==> config.mk <==
export PLATFORM = sky130hd
export DESIGN_NAME = closed_tour_length_top
export DESIGN_NICKNAME = d
export VERILOG_FILES = /design/src/hdl/ctl_pkg.sv /design/src/hdl/ctl_front.sv /design/src/hdl/ctl_jobq.sv /design/src/hdl/ctl_back.sv /design/src/hdl/closed_tour_length_top.sv
export SDC_FILE = /design/constraint.sdc
export NUM_CORES = 1
export LEC_CHECK = 0
export BUFFER_PORTS_ARGS = -buffer_cell sky130_fd_sc_hd__buf_2
export CAP_MARGIN = 10
export CORE_MARGIN = 2
export CORE_UTILIZATION = 40
export CTS_CLUSTER_SIZE = 14
export DETAILED_ROUTE_END_ITERATION = 8
export GPL_TIMING_DRIVEN = 0
export MAX_ROUTING_LAYER = met4
export PLACE_DENSITY = 0.66
export SLEW_MARGIN = 10
export SYNTH_ARGS = -nofsm -noshare
export SYNTH_HDL_FRONTEND = slang
export SYNTH_HIERARCHICAL = 1
export SYNTH_SLANG_ARGS = --single-unit
==> constraint.sdc <==
create_clock -name clk -period 25.3 [get_ports clk]
set_clock_uncertainty 0.1 [all_clocks]
set_input_delay 2.53 -clock clk [delete_from_list [all_inputs] [get_ports clk]]
set_output_delay 2.53 -clock clk [all_outputs]
set_load 0.01 [all_outputs]
==> src/hdl/ctl_pkg.sv <==
// Shared types and constants of the closed tour length block.
`default_nettype none
package ctl_pkg;

  localparam int COORD_W     = 16;
  localparam int COUNT_W     = 11;
  localparam int LEN_W       = 35;
  localparam int RAD_W       = 34;
  localparam int INT_PAIRS   = 17;
  localparam int JOBQ_DEPTH  = 4;
  localparam int DEF_MAX_CITIES    = 1024;
  localparam int DEF_FRACTION_BITS = 8;

  localparam logic [LEN_W-1:0] LEN_MAX = {LEN_W{1'b1}};

  typedef struct packed {
    logic signed [COORD_W-1:0] x_coord;
    logic signed [COORD_W-1:0] y_coord;
    logic                      last_city;
  } in_item_t;

  typedef struct packed {
    logic [LEN_W-1:0]   tour_length;
    logic [COUNT_W-1:0] city_count;
    logic               saturated;
  } out_item_t;

  // One segment to measure; close marks the segment that ends a tour.
  typedef struct packed {
    logic [COORD_W-1:0] dx;
    logic [COORD_W-1:0] dy;
    logic               close;
    logic [COUNT_W-1:0] count;
  } job_t;

endpackage
`default_nettype wire

==> src/hdl/ctl_front.sv <==
// Front end: takes tour points and issues segment jobs.
`default_nettype none
module ctl_front #(
  parameter int MAX_CITIES = ctl_pkg::DEF_MAX_CITIES
) (
  input  wire logic             clk,
  input  wire logic             rst_n,
  input  wire logic             in_push,
  input  wire ctl_pkg::in_item_t in_item,
  output logic                  in_full,
  output logic                  q_push,
  output ctl_pkg::job_t         q_job,
  input  wire logic             q_full
);
  import ctl_pkg::*;

  localparam int CNT_W = $clog2(MAX_CITIES + 1);

  function automatic logic [COORD_W-1:0] absdiff(input logic signed [COORD_W-1:0] a,
                                                 input logic signed [COORD_W-1:0] b);
    logic signed [COORD_W:0] d;
    d = {a[COORD_W-1], a} - {b[COORD_W-1], b};
    if (d[COORD_W]) begin
      d = -d;
    end
    return d[COORD_W-1:0];
  endfunction

  logic signed [COORD_W-1:0] first_x_r, first_y_r, prev_x_r, prev_y_r;
  logic [CNT_W-1:0]          cnt_r;
  logic                      seg_v_r, close_v_r;
  job_t                      seg_job_r, close_job_r;

  logic                      accept;
  logic signed [COORD_W-1:0] fx, fy;
  logic [CNT_W-1:0]          cnt_inc;

  assign in_full = seg_v_r | close_v_r;
  assign accept  = in_push & ~in_full;
  assign fx      = (cnt_r == '0) ? in_item.x_coord : first_x_r;
  assign fy      = (cnt_r == '0) ? in_item.y_coord : first_y_r;
  assign cnt_inc = (cnt_r < CNT_W'(MAX_CITIES)) ? cnt_r + 1'b1 : cnt_r;

  // Issue the open segment before the closing one.
  assign q_push = seg_v_r | close_v_r;
  assign q_job  = seg_v_r ? seg_job_r : close_job_r;

  always_ff @(posedge clk) begin
    if (!rst_n) begin
      first_x_r <= '0;
      first_y_r <= '0;
      prev_x_r  <= '0;
      prev_y_r  <= '0;
      cnt_r     <= '0;
      seg_v_r   <= 1'b0;
      close_v_r <= 1'b0;
    end else begin
      if (q_push && !q_full) begin
        if (seg_v_r) begin
          seg_v_r <= 1'b0;
        end else begin
          close_v_r <= 1'b0;
        end
      end
      if (accept) begin
        first_x_r <= fx;
        first_y_r <= fy;
        prev_x_r  <= in_item.x_coord;
        prev_y_r  <= in_item.y_coord;
        cnt_r     <= in_item.last_city ? '0 : cnt_inc;
        seg_v_r   <= (cnt_r != '0);
        close_v_r <= in_item.last_city;
        seg_job_r.dx    <= absdiff(prev_x_r, in_item.x_coord);
        seg_job_r.dy    <= absdiff(prev_y_r, in_item.y_coord);
        seg_job_r.close <= 1'b0;
        seg_job_r.count <= COUNT_W'(cnt_inc);
        close_job_r.dx    <= absdiff(in_item.x_coord, fx);
        close_job_r.dy    <= absdiff(in_item.y_coord, fy);
        close_job_r.close <= 1'b1;
        close_job_r.count <= COUNT_W'(cnt_inc);
      end
    end
  end

`ifndef SYNTHESIS
  a_cnt_bound: assert property (@(posedge clk) disable iff (!rst_n)
    cnt_r <= CNT_W'(MAX_CITIES))
    else $error("city count beyond its limit");
  a_last_clears: assert property (@(posedge clk) disable iff (!rst_n)
    accept && in_item.last_city |=> cnt_r == '0)
    else $error("count not cleared after last city");
  a_first_no_seg: assert property (@(posedge clk) disable iff (!rst_n)
    accept && cnt_r == '0 |=> !seg_v_r)
    else $error("segment job issued for first city");
`endif

endmodule
`default_nettype wire

==> src/hdl/ctl_jobq.sv <==
// Short job queue between front end and root unit.
`default_nettype none
module ctl_jobq (
  input  wire logic       clk,
  input  wire logic       rst_n,
  input  wire logic       push,
  input  wire ctl_pkg::job_t push_job,
  output logic            full,
  input  wire logic       pop,
  output ctl_pkg::job_t   pop_job,
  output logic            empty
);
  import ctl_pkg::*;

  localparam int PTR_W = $clog2(JOBQ_DEPTH);
  localparam int CNT_W = $clog2(JOBQ_DEPTH + 1);

  job_t             mem [JOBQ_DEPTH];
  logic [PTR_W-1:0] wr_ptr_r, rd_ptr_r;
  logic [CNT_W-1:0] cnt_r;
  logic             do_push, do_pop;

  assign full    = (cnt_r == CNT_W'(JOBQ_DEPTH));
  assign empty   = (cnt_r == '0);
  assign do_push = push & ~full;
  assign do_pop  = pop & ~empty;
  assign pop_job = mem[rd_ptr_r];

  always_ff @(posedge clk) begin
    if (do_push) begin
      mem[wr_ptr_r] <= push_job;
    end
  end

  always_ff @(posedge clk) begin
    if (!rst_n) begin
      wr_ptr_r <= '0;
      rd_ptr_r <= '0;
      cnt_r    <= '0;
    end else begin
      if (do_push) begin
        wr_ptr_r <= (wr_ptr_r == PTR_W'(JOBQ_DEPTH - 1)) ? '0 : wr_ptr_r + 1'b1;
      end
      if (do_pop) begin
        rd_ptr_r <= (rd_ptr_r == PTR_W'(JOBQ_DEPTH - 1)) ? '0 : rd_ptr_r + 1'b1;
      end
      cnt_r <= cnt_r + CNT_W'(do_push) - CNT_W'(do_pop);
    end
  end

endmodule
`default_nettype wire

==> src/hdl/ctl_back.sv <==
// Back end: squares, bit-serial root, accumulation and result register.
`default_nettype none
module ctl_back #(
  parameter int FRACTION_BITS = ctl_pkg::DEF_FRACTION_BITS
) (
  input  wire logic         clk,
  input  wire logic         rst_n,
  input  wire ctl_pkg::job_t job,
  input  wire logic         job_empty,
  output logic              job_pop,
  output ctl_pkg::out_item_t out_item,
  output logic              out_empty,
  input  wire logic         out_pop
);
  import ctl_pkg::*;

  localparam int PAIRS  = INT_PAIRS + FRACTION_BITS;
  localparam int ROOT_W = PAIRS;
  localparam int REM_W  = ROOT_W + 2;
  localparam int STEP_W = $clog2(PAIRS);

  typedef enum logic [2:0] {S_IDLE, S_SQX, S_SQY, S_ROOT, S_ACC} state_t;

  state_t             state_r;
  job_t               job_r;
  logic [2*COORD_W-1:0] prod_r;
  logic [RAD_W-1:0]   rad_r;
  logic [REM_W-1:0]   rem_r;
  logic [ROOT_W-1:0]  root_r;
  logic [STEP_W-1:0]  step_r;
  logic [LEN_W-1:0]   sum_r;
  logic               sat_r;
  out_item_t          out_r;
  logic               out_v_r;

  logic [COORD_W-1:0]   mul_a;
  logic [2*COORD_W-1:0] sq;
  logic [REM_W-1:0]     rem_sh, trial;
  logic                 ge;
  logic [LEN_W:0]       sum_wide;
  logic                 sat_nxt;
  logic [LEN_W-1:0]     sum_nxt;
  logic                 slot_free;
  logic                 out_load;

  assign job_pop   = (state_r == S_IDLE) & ~job_empty;
  assign out_item  = out_r;
  assign out_empty = ~out_v_r;
  assign slot_free = ~out_v_r | out_pop;
  assign out_load  = (state_r == S_ACC) & job_r.close & slot_free;

  assign mul_a = (state_r == S_SQX) ? job_r.dx : job_r.dy;
  assign sq    = (2*COORD_W)'(mul_a) * (2*COORD_W)'(mul_a);

  assign rem_sh = {rem_r[REM_W-3:0], rad_r[RAD_W-1 -: 2]};
  assign trial  = {root_r, 2'b01};
  assign ge     = (rem_sh >= trial);

  assign sum_wide = {1'b0, sum_r} + (LEN_W+1)'(root_r);
  assign sat_nxt  = sat_r | sum_wide[LEN_W];
  assign sum_nxt  = sat_nxt ? LEN_MAX : sum_wide[LEN_W-1:0];

  always_ff @(posedge clk) begin
    if (!rst_n) begin
      state_r <= S_IDLE;
      sum_r   <= '0;
      sat_r   <= 1'b0;
      out_v_r <= 1'b0;
    end else begin
      if (out_load) begin
        out_v_r <= 1'b1;
      end else if (out_pop && out_v_r) begin
        out_v_r <= 1'b0;
      end
      case (state_r)
        S_IDLE: begin
          if (!job_empty) begin
            job_r   <= job;
            state_r <= S_SQX;
          end
        end
        S_SQX: begin
          prod_r  <= sq;
          state_r <= S_SQY;
        end
        S_SQY: begin
          rad_r   <= RAD_W'(prod_r) + RAD_W'(sq);
          rem_r   <= '0;
          root_r  <= '0;
          step_r  <= '0;
          state_r <= S_ROOT;
        end
        S_ROOT: begin
          rem_r  <= ge ? rem_sh - trial : rem_sh;
          root_r <= {root_r[ROOT_W-2:0], ge};
          rad_r  <= {rad_r[RAD_W-3:0], 2'b00};
          step_r <= step_r + 1'b1;
          if (step_r == STEP_W'(PAIRS - 1)) begin
            state_r <= S_ACC;
          end
        end
        S_ACC: begin
          if (!job_r.close) begin
            sum_r   <= sum_nxt;
            sat_r   <= sat_nxt;
            state_r <= S_IDLE;
          end else if (slot_free) begin
            out_r.tour_length <= sum_nxt;
            out_r.city_count  <= job_r.count;
            out_r.saturated   <= sat_nxt;
            sum_r   <= '0;
            sat_r   <= 1'b0;
            state_r <= S_IDLE;
          end
        end
        default: begin
          state_r <= S_IDLE;
        end
      endcase
    end
  end

`ifndef SYNTHESIS
  a_sat_pins_sum: assert property (@(posedge clk) disable iff (!rst_n)
    sat_r |-> sum_r == LEN_MAX)
    else $error("saturation flag set with unsaturated sum");
  a_step_bound: assert property (@(posedge clk) disable iff (!rst_n)
    state_r == S_ROOT |-> step_r < STEP_W'(PAIRS))
    else $error("root step counter out of range");
  a_pop_starts: assert property (@(posedge clk) disable iff (!rst_n)
    job_pop |=> state_r == S_SQX)
    else $error("job taken without starting work");
`endif

endmodule
`default_nettype wire

==> src/hdl/closed_tour_length_top.sv <==
// Top level of the closed Euclidean tour length block.
//
// Usage: feed the cities of a tour in visiting order as input beats
// (in_push / in_full), one point per beat, with last_city set on the final
// point. One result beat (out_empty / out_pop) follows each tour: the closed
// length in unsigned fixed point with FRACTION_BITS fraction bits, the city
// count and a sticky saturation flag.
// Structure: the front end keeps the first and previous point, turns each
// point into segment jobs (|dx|, |dy|) and queues them; the back end squares
// on one shared 16x16 multiplier and takes the root one bit per cycle.
// Jobs: each point after the first of a tour yields one segment job, and the
// last point also yields the closing segment; the back end works on one job
// at a time, so throughput is set by the single root unit.
// Reset (rst_n low, synchronous) drops any tour in progress, empties the
// job queue and the result register.
// Stall: a result waits in the output register until popped; the back end
// then holds the next closing segment, the job queue fills and in_full rises.
`default_nettype none
module closed_tour_length_top #(
  parameter int MAX_CITIES    = ctl_pkg::DEF_MAX_CITIES,
  parameter int FRACTION_BITS = ctl_pkg::DEF_FRACTION_BITS
) (
  input  wire logic          clk,
  input  wire logic          rst_n,
  input  wire logic          in_push,
  input  wire ctl_pkg::in_item_t in_item,
  output logic               in_full,
  output ctl_pkg::out_item_t out_item,
  output logic               out_empty,
  input  wire logic          out_pop
);
  import ctl_pkg::*;

  // Front end to queue.
  logic q_push, q_full;
  job_t q_job;
  // Queue to back end.
  logic j_pop, j_empty;
  job_t j_job;

  // Classify points and issue segment jobs.
  ctl_front #(.MAX_CITIES(MAX_CITIES)) u_front (
    .clk     (clk),
    .rst_n   (rst_n),
    .in_push (in_push),
    .in_item (in_item),
    .in_full (in_full),
    .q_push  (q_push),
    .q_job   (q_job),
    .q_full  (q_full)
  );

  // Decouple the two halves so each may stall on its own.
  ctl_jobq u_jobq (
    .clk      (clk),
    .rst_n    (rst_n),
    .push     (q_push),
    .push_job (q_job),
    .full     (q_full),
    .pop      (j_pop),
    .pop_job  (j_job),
    .empty    (j_empty)
  );

  // Measure segments, accumulate and hold the result beat.
  ctl_back #(.FRACTION_BITS(FRACTION_BITS)) u_back (
    .clk       (clk),
    .rst_n     (rst_n),
    .job       (j_job),
    .job_empty (j_empty),
    .job_pop   (j_pop),
    .out_item  (out_item),
    .out_empty (out_empty),
    .out_pop   (out_pop)
  );

endmodule
`default_nettype wire

Word level (Yosys, flattened, before mapping)
Memories as Yosys holds them, arrays and structs flattened. A register that Yosys moved wholly into a read port is not among the register bits.
Cells that the tools add are included.
{"block": "op_classes", "addsub": 17, "mul": 1, "magnitude_cmp": 2, "n_eq_ne": 13, "mux": 36, "n_bitwise": 13, "reduce_logical": 18}
{"cell": "$mux W16", "n": 7}
{"cell": "$mux W35", "n": 3}
{"cell": "$pmux W25 S2", "n": 2}
{"cell": "$pmux W34 S2", "n": 1}
{"cell": "$sub A16 B16 Y17", "n": 4}
{"cell": "$neg A16 Y16", "n": 4}
{"cell": "$mux W44", "n": 1}
{"cell": "$add A35 B25 Y36", "n": 1}
{"cell": "$add A32 B32 Y33", "n": 1}
{"cell": "$mul A16 B16 Y32", "n": 1}
{"cell": "$ge A27 B27 Y1", "n": 1}
{"cell": "$mux W25", "n": 1}
{"cell": "$sub A25 B25 Y25", "n": 1}
{"cell": "$mux W11", "n": 2}
{"cell": "$pmux W3 S5", "n": 1}
{"cell": "$mux W3", "n": 4}
{"cell": "$add A11 B1 Y11 const B", "n": 1}
{"cell": "$logic_not A11 Y1", "n": 1}
{"cell": "$lt A11 B11 Y1 const B", "n": 1}
{"cell": "$mux W1", "n": 11}
{"cell": "$reduce_bool A11 Y1", "n": 1}
{"cell": "$pmux W5 S2", "n": 1}
{"cell": "$reduce_and A2 Y1", "n": 5}
{"cell": "$and A1 B1 Y1", "n": 6}
{"cell": "21 further kinds", "n": 38}
{"block": "totals", "register_bits": 367, "ramBits": 176, "input_bits": 37, "output_inout_bits": 49, "wordCells": 128, "n_memories": 1}
{"name": "u_jobq.mem", "words": 4, "word_bits": 44, "rd": 1, "rd_clocked_by_memory_dff": 1, "wr": 1, "line_no": "ctl_jobq.sv:18", "rtl": "job_t mem [JOBQ_DEPTH];"}

Depth between registers and ports, before layout
Gate-level depths: netlist of the first run.
{"block": "depth", "depth_word": 5, "ltp_mapped": 38}

Hierarchy
The synthesis of the first run kept the hierarchy.
{"module": "ctl_back", "instances": 1, "cells_per_inst": 2041, "area_each_um2": 20453.4, "seq_area_each_um2": 7136.8}
{"module": "ctl_front", "instances": 1, "cells_per_inst": 1185, "area_each_um2": 10710.3, "seq_area_each_um2": 3793.6}
{"module": "ctl_jobq", "instances": 1, "cells_per_inst": 282, "area_each_um2": 6889.1, "seq_area_each_um2": 5465.2}

Least setup slack after synthesis of the first run
OpenSTA, ideal clock, no wires.
{"block": "synth_path", "path_type": "register -> register", "start": "reg u_back.state_r[2]", "end": "reg u_back.rad_r[31], data pin", "setup_ns": 0.269, "arrival_ns": 9.040, "slack_ns": 15.890, "path_stages_with_launch": 36, "n_path_buf": 5, "period_less_slack_ns": 9.410, "cell_sequence": "dfxtp_1 clkbuf_1 nor3b_1 buf_2 clkbuf_1 mux2_2 clkbuf_1 nand2_1 fa_1 inv_1 fa_1 fa_1 fa_1 fa_1 inv_1 fa_1 inv_1 ha_1 buf_6 and3_4 and2_4 a221o_1 o31ai_2 a41oi_1 a21o_1 a21oi_1 xnor2_1 ha_1 nand4_1 a21oi_1 nand2_1 a2111oi_0 o211ai_1 nand2_1 xnor2_1 o21ai_0"}
{"block": "synth_via", "elab_chain_cells": 5, "elab_cells_between_ends": 7, "classes_between": "add/sub (1); mul (1); eq/ne (3); mux (2)"}
{"element": "from (decl)", "line_no": "ctl_back.sv:24", "rtl": "state_t state_r;"}
{"element": "from (signal assigned)", "line_no": "ctl_back.sv:65", "rtl": "state_r <= S_IDLE;"}
{"element": "from (signal assigned)", "line_no": "ctl_back.sv:79", "rtl": "state_r <= S_SQX;"}
{"element": "from (signal assigned)", "line_no": "ctl_back.sv:84", "rtl": "state_r <= S_SQY;"}
{"element": "$eq A3 B1 Y1", "line_no": "ctl_back.sv:52", "rtl": "assign mul_a = (state_r == S_SQX) ? job_r.dx : job_r.dy;"}
{"element": "$mux W16", "line_no": "ctl_back.sv:52"}
{"element": "$mul A16 B16 Y32", "line_no": "ctl_back.sv:53", "rtl": "assign sq = (2*COORD_W)'(mul_a) * (2*COORD_W)'(mul_a);"}
{"element": "net u_back.sq[25]", "line_no": "ctl_back.sv:37", "rtl": "logic [2*COORD_W-1:0] sq;"}
{"element": "$add A32 B32 Y33", "line_no": "ctl_back.sv:87", "rtl": "rad_r <= RAD_W'(prod_r) + RAD_W'(sq);"}
{"element": "$pmux W34 S2", "line_no": "ctl_back.sv:75", "rtl": "case (state_r)"}
{"element": "to (signal assigned)", "line_no": "ctl_back.sv:87"}
{"element": "to (signal assigned)", "line_no": "ctl_back.sv:96", "rtl": "rad_r <= {rad_r[RAD_W-3:0], 2'b00};"}
{"element": "to (decl)", "line_no": "ctl_back.sv:27", "rtl": "logic [RAD_W-1:0] rad_r;"}
The timed path passes the listed nets, and every way through them passes these cells.
A chain may end at the register's enable or synchronous reset.

Final worst setup path of the first run
Ends and elaborated chain as after synthesis.

==> results of run 1 <==
metal layers:
metal / vias to the layer above / track usage, % / share of wire [%]
met1: 12700 / 23.9 / 45
met2: 590 / 29.7 / 47
met3: 151 / 2.30 / 4.2
met5: - / - / 0
met4: 0 / 5.98 / 2.9
li1: 12800 / - / -
how the worst min path moves through the flow:
stage | to | slack, ns | cells past startpoint
2_1_floorplan | u_back/out_item[10]$_DFFE_PP_ | 0.30 | 0
3_3_place_gp | u_back/out_item[1]$_DFFE_PP_ | 0.30 | 0
3_5_place_dp | u_back/out_item[1]$_DFFE_PP_ | 0.31 | 0
4_1_cts | u_back/out_item[6]$_DFFE_PP_ | 0.32 | 0
5_1_grt | u_back/out_item[3]$_DFFE_PP_ | 0.32 | 0
6_report | u_back/out_item[3]$_DFFE_PP_ | 0.32 | 0
logic make-up after synthesis:
kind of cell	share of synthesized area (%)
compound gates	12.6
xor+xnor	4.70
fa+ha+maj	17.2
simple gates	11.6
flops	43.1
buf+inv	5.35
mux	5.56
area by class of cell:
cell class                 instances  area [um2]  share of cell area (%)
buffer                           121         617                    1.45
clock buffer                      89        1800                    4.23
clock inverter                    31         394                   0.927
inverter                         378        1420                    3.34
multi-input combinational       2421       19700                    46.2
sequential                       588       16400                    38.6
tap                             1265        1580                    3.72
timing repair buffer              96         643                    1.51
worst max-delay path, delay by kind of cell (launching register included):
kind / cells / cell delay (ns)
xor+xnor: 2 / 0.34
mux: 1 / 0.93
flops: 1 / 0.29
compound gates: 9 / 3.16
simple gates: 5 / 1.56
buf+inv: 11 / 1.96
fa+ha+maj: 8 / 3.67
cell usage after synthesis (15+ instances only):
cell        n  area share [%]
edfxtp_1  462              36
inv_1     370             3.6
nand2_1   340             3.4
nor2_1    275             2.7
ha_1      255             8.4
fa_1      167             8.8
a21oi_1   147             1.9
xnor2_1   138             3.2
dfxtp_1   126             6.6
o21ai_0   121             1.6
clkbuf_1   73            0.72
a21o_1     70             1.4
xor2_1     66             1.5
mux2i_1    59             1.6
nor3_1     58            0.76
a21boi_0   53             1.0
mux2_2     46             1.4
nand3_1    43            0.57
nor2b_1    43            0.71
mux4_2     40             2.4
a31oi_1    35            0.58
nand2b_1   33            0.54
o21a_1     29            0.57
a211oi_1   27            0.53
and2_1     27            0.44
o211a_1    25            0.66
and3_1     23            0.38
o211ai_1   23            0.45
nand4_1    22            0.36
a22o_1     20            0.46
o31ai_1    18            0.36
o21bai_1   16            0.32
buf_4      15            0.30
registers in the layout, summed over array words and instances (netlist names), 25 cells and up, named ones only:
signal	flops
u_jobq/mem	176
u_back/out_item	47
u_back/job_r	44
u_front/close_job_r	43
u_back/sum_r	35
u_back/rad_r	34
u_front/seg_job_r	32
u_back/prod_r	31
u_back/rem_r	25
u_back/root_r	25
through the flow:
stage	area (um2)	setup slack [ns]	instances	hold WS, ns	util, %
2_1_floorplan	38100	15.89	3508	0.300	-
3_3_place_gp	40000	12.97	4855	0.302	42.3
3_5_place_dp	40300	12.99	4869	0.305	42.6
4_1_cts	42500	12.92	4989	0.318	44.9
5_1_grt	42500	12.46	4989	0.323	44.9
6_report	42500	12.98	4989	0.316	44.9
==> metrics.txt, run 1 <==
WP data arrival 12.56 ns; slowest cell delay on critical path between 0.9 and 1 ns; Cells after Synth roughly 3500; cell area after synthesis roughly 38000 um2; post-DP HPWL 66900 um; CTS tree yes; Final Hold Fails 0; syn_nets 3967; Max Root-Sink Buffers 3; final slew viol count 0; vias in the first global route 26000; Post-CTS Hold Buffers 0; f_max roughly 81 MHz; most frequent cells in the layout edfxtp_1, inv_1, nand2_1; Hold Path Class reg2reg; crit start category register; FF-to-FF setup slack 12.98 ns; die area between 90000 and 100000 um2; commonest non-fill, non-tap cell in the layout edfxtp_1; critical path endpoint category register; GRT Total Usage 18.3%; PortBufs between 80 and 90; pin count of the biggest net entering global routing 44; Rows 113; vias post-DR between 20000 and 30000; Primary FF master, synth edfxtp_1; die width roughly 310 um; io pins 86; Critical-path top delay cell a2111oi_0; clock sinks roughly 600; worst r2r src u_back/state_r[2]$_SDFFE_PN0P_; hold_sp u_back/job_r[2]$_DFFE_PP_; FILL cells between 8000 and 9000; area added between synthesis and finish 11.7%; Post-Syn Area per Cell 10.8 um2; Post-CTS Setup Bufs 0; crit path capture u_back/rad_r[31]$_DFFE_PP_; worst r2r dst u_back/rad_r[31]$_DFFE_PP_; YS warnings 6; CP Max Fanout 10; Final Critical Period roughly 12 ns; EDFF count, synth 462; Seq/Total Area, Yosys approximately 43%; nets@finish around 4100; Residual DRC 0; initial antenna violation count 2; Final Wtd Congestion ~0.9; Via-to-Cell Ratio approximately 5.2; GR Overflow Total 0; TritonCTS buffer count 66; RSZ-0062 raised after global routing false; slew of the pin with the lowest slew margin roughly 1.2 ns; Worst slew margin between 20% and 30%; post-CTS resize count 0; antenna diode count 0; part of the cycle the worst path needs between 40% and 50%; starting density of the core a little over 40%; H-tree depth 3; clock slew at reported path FFs 0.06 ns; Wirelength per Cell approximately 18 um; core area about 95000 um2; #FFs+latches synth just under 600; reg2reg path depth 36; CP Data Required Time 25.54 ns; DRT Wirelength just under 90000 um; clock root buffer clkbuf_16; status complete, no violations; Setup TNS Final 0 ns; Die Y around 310 um; share of post-route cells with drive strength above 1 about a tenth; DRT iter0 DRCs approximately 1600; cell repeated most along the worst path inv_1; critical path startpoint u_back/state_r[2]$_SDFFE_PN0P_; Final ANT Viol Nets 0; first-pass GRT wire length 140000 um; clk_lat worst skew about 0.62 ns; endpoints failing setup 0; max-cap violation count 0; Setup Crit Path Kind reg2reg; DRT Pass-1 Iters 6; Distinct cells, synth between 90 and 100; async set-reset flop share out of synthesis 0%
Power of run 1 is left out: the tool's default activity adds up to more than one toggle a clock period on the data nets, which glitch-free logic cannot reach.
==> inputs of run 2 (changes only) <==
--- a/config.mk
+++ b/config.mk
@@ -13,7 +13,7 @@
 export DETAILED_ROUTE_END_ITERATION = 8
 export GPL_TIMING_DRIVEN = 0
 export MAX_ROUTING_LAYER = met4
-export PLACE_DENSITY = 0.66
+export PLACE_DENSITY = 0.68
 export SLEW_MARGIN = 10
 export SYNTH_ARGS = -nofsm -noshare
 export SYNTH_HDL_FRONTEND = slang
==> constraint.sdc (replaced) <==
create_clock -name clk -period 10.7 [get_ports clk]
set_clock_uncertainty 0.1 [all_clocks]
set_input_delay 1.07 -clock clk [delete_from_list [all_inputs] [get_ports clk]]
set_output_delay 1.07 -clock clk [all_outputs]
set_load 0.01 [all_outputs]
==> metrics.txt, run 2 (same netlist as run 1, synthesis figures left out) <==
Hold Path Class reg2reg; DRT Wirelength ~87000 um; status complete, no violations; clk_lat worst skew approximately 0.6 ns; DRT Pass-1 Iters 7; nets@finish 4132; most frequent cells in the layout edfxtp_1, inv_1, nand2_1; die area ~100000 um2; final slew viol count 0; CP Max Fanout 10; WP data arrival 10.38 ns; clock slew at reported path FFs around 0.06 ns; Residual DRC 0; Die Y approximately 310 um; FILL cells approximately 8700; io pins 86; Critical-path top delay cell fa_1; PortBufs slightly above 80; Max Root-Sink Buffers 3; max-cap violation count 0; clock root buffer clkbuf_16; post-route cell area 42700 um2; part of the cycle the worst path needs between 90% and 100%; die width roughly 310 um; Worst slew margin roughly 38%; max FFs per register 176; starting density of the core about two fifths; placed inst area 40300 um2; Final Wtd Congestion between 0.8 and 0.9; core area between 90000 and 100000 um2; CP Data Required Time around 11 ns; Setup Crit Path Kind reg2reg; DRT iter0 DRCs ~1500; post-DP HPWL between 60000 and 70000 um; pin count of the biggest net entering global routing 47; commonest non-fill, non-tap cell in the layout edfxtp_1; RSZ-0062 raised after global routing false; Rows 113; share of post-route cells with drive strength above 1 10.4%; CTS tree yes; Final ANT Viol Nets 0; slowest cell delay on critical path approximately 0.56 ns; vias post-DR between 20000 and 30000; TritonCTS buffer count 66; most flop-heavy register u_jobq/mem; f_max 98.4 MHz; GR Overflow Total 0; critical path endpoint category register; crit start category register; slew of the pin with the lowest slew margin 0.932 ns; Post-CTS Hold Buffers 0; initial antenna violation count 1; Final Hold Fails 0; Final Critical Period between 10 and 15 ns; GRT Total Usage a little under a fifth; endpoints failing setup 0; first-pass GRT wire length ~140000 um; antenna diode count 0; H-tree depth 3; area added between synthesis and finish 12.2%; Via-to-Cell Ratio 5.28; vias in the first global route between 20000 and 30000; Wirelength per Cell ~18 um; clock sinks just under 600
## run 2: changes by cell type in the layout (fill, tap and decap cells not counted), moves of 3 or more
| cell | delta |
|---|---|
| mux2i_4 | +3 |
| clkinv_1 | -4 |
| mux2i_1 | -7 |
| mux2i_2 | +4 |
| clkinv_2 | +7 |
| clkbuf_1 | -13 |
| clkbuf_2 | +3 |
## run 2: final cells by class
type / instances / area, um2 / share of cell area (%)
timing repair buffer: 97 / 654 / 1.53
multi-input combinational: 2421 / 19800 / 46.4
tap: 1265 / 1580 / 3.71
clock buffer: 79 / 1770 / 4.15
clock inverter: 38 / 440 / 1.03
inverter: 378 / 1430 / 3.34
buffer: 121 / 623 / 1.46
sequential: 588 / 16400 / 38.4
## run 2: worst paths after layout
| kind | startpoint | end | slack (ns) | cells after the start |
|---|---|---|---|---|
| setup / recovery | u_back/state_r[2]$_SDFFE_PN0P_ | u_back/rad_r[31]$_DFFE_PP_ | 0.54 | 36 |
| hold / removal | u_back/job_r[2]$_DFFE_PP_ | u_back/out_item[3]$_DFFE_PP_ | 0.32 | 0 |
| setup reg to reg | u_back/state_r[2]$_SDFFE_PN0P_ | u_back/rad_r[31]$_DFFE_PP_ | 0.54 | 36 |
| hold reg to reg | u_back/job_r[2]$_DFFE_PP_ | u_back/out_item[3]$_DFFE_PP_ | 0.32 | 0 |
## run 2: repair_timing
action / in CTS / in global routing
pin swaps: 0 / 1
setup buffers: 0 / 2
setup endpoints to repair: 18 / 15
resized for setup: 17 / 17
## run 2: layer usage
layer,track usage [%],vias up,wire length [um]
met2,29.7,631,41600
met5,-,-,0
met3,2.16,168,3730
met4,6.71,0,3080
li1,-,12800,-
met1,23.7,12800,39100
## run 2: critical path: cells and delay by family, from the launching register on
| kind | cells | cell delay (ns) |
|---|---|---|
| xor+xnor | 2 | 0.29 |
| buf+inv | 11 | 1.72 |
| fa+ha+maj | 8 | 3.77 |
| simple gates | 5 | 0.92 |
| flops | 1 | 0.29 |
| compound gates | 9 | 2.26 |
| mux | 1 | 0.49 |
## run 2: through the flow
| step | instances | setup TNS, ns | hold WS [ns] | setup slack [ns] | utilization, % |
|---|---|---|---|---|---|
| final | 4987 | 0 | 0.316 | 0.542 | 45.1 |
| after global routing | 4987 | 0 | 0.324 | 0.00237 | 45.1 |
| after CTS | 4985 | 0 | 0.319 | 0.0449 | 45.0 |
| after detailed placement | 4868 | -11.21 | 0.305 | -1.61 | 42.6 |
| after global placement | 4855 | -9.65 | 0.301 | -1.50 | 42.3 |
| after floorplan | 3508 | 0 | 0.300 | 1.29 | - |
Power of run 2 is left out for the same reason.
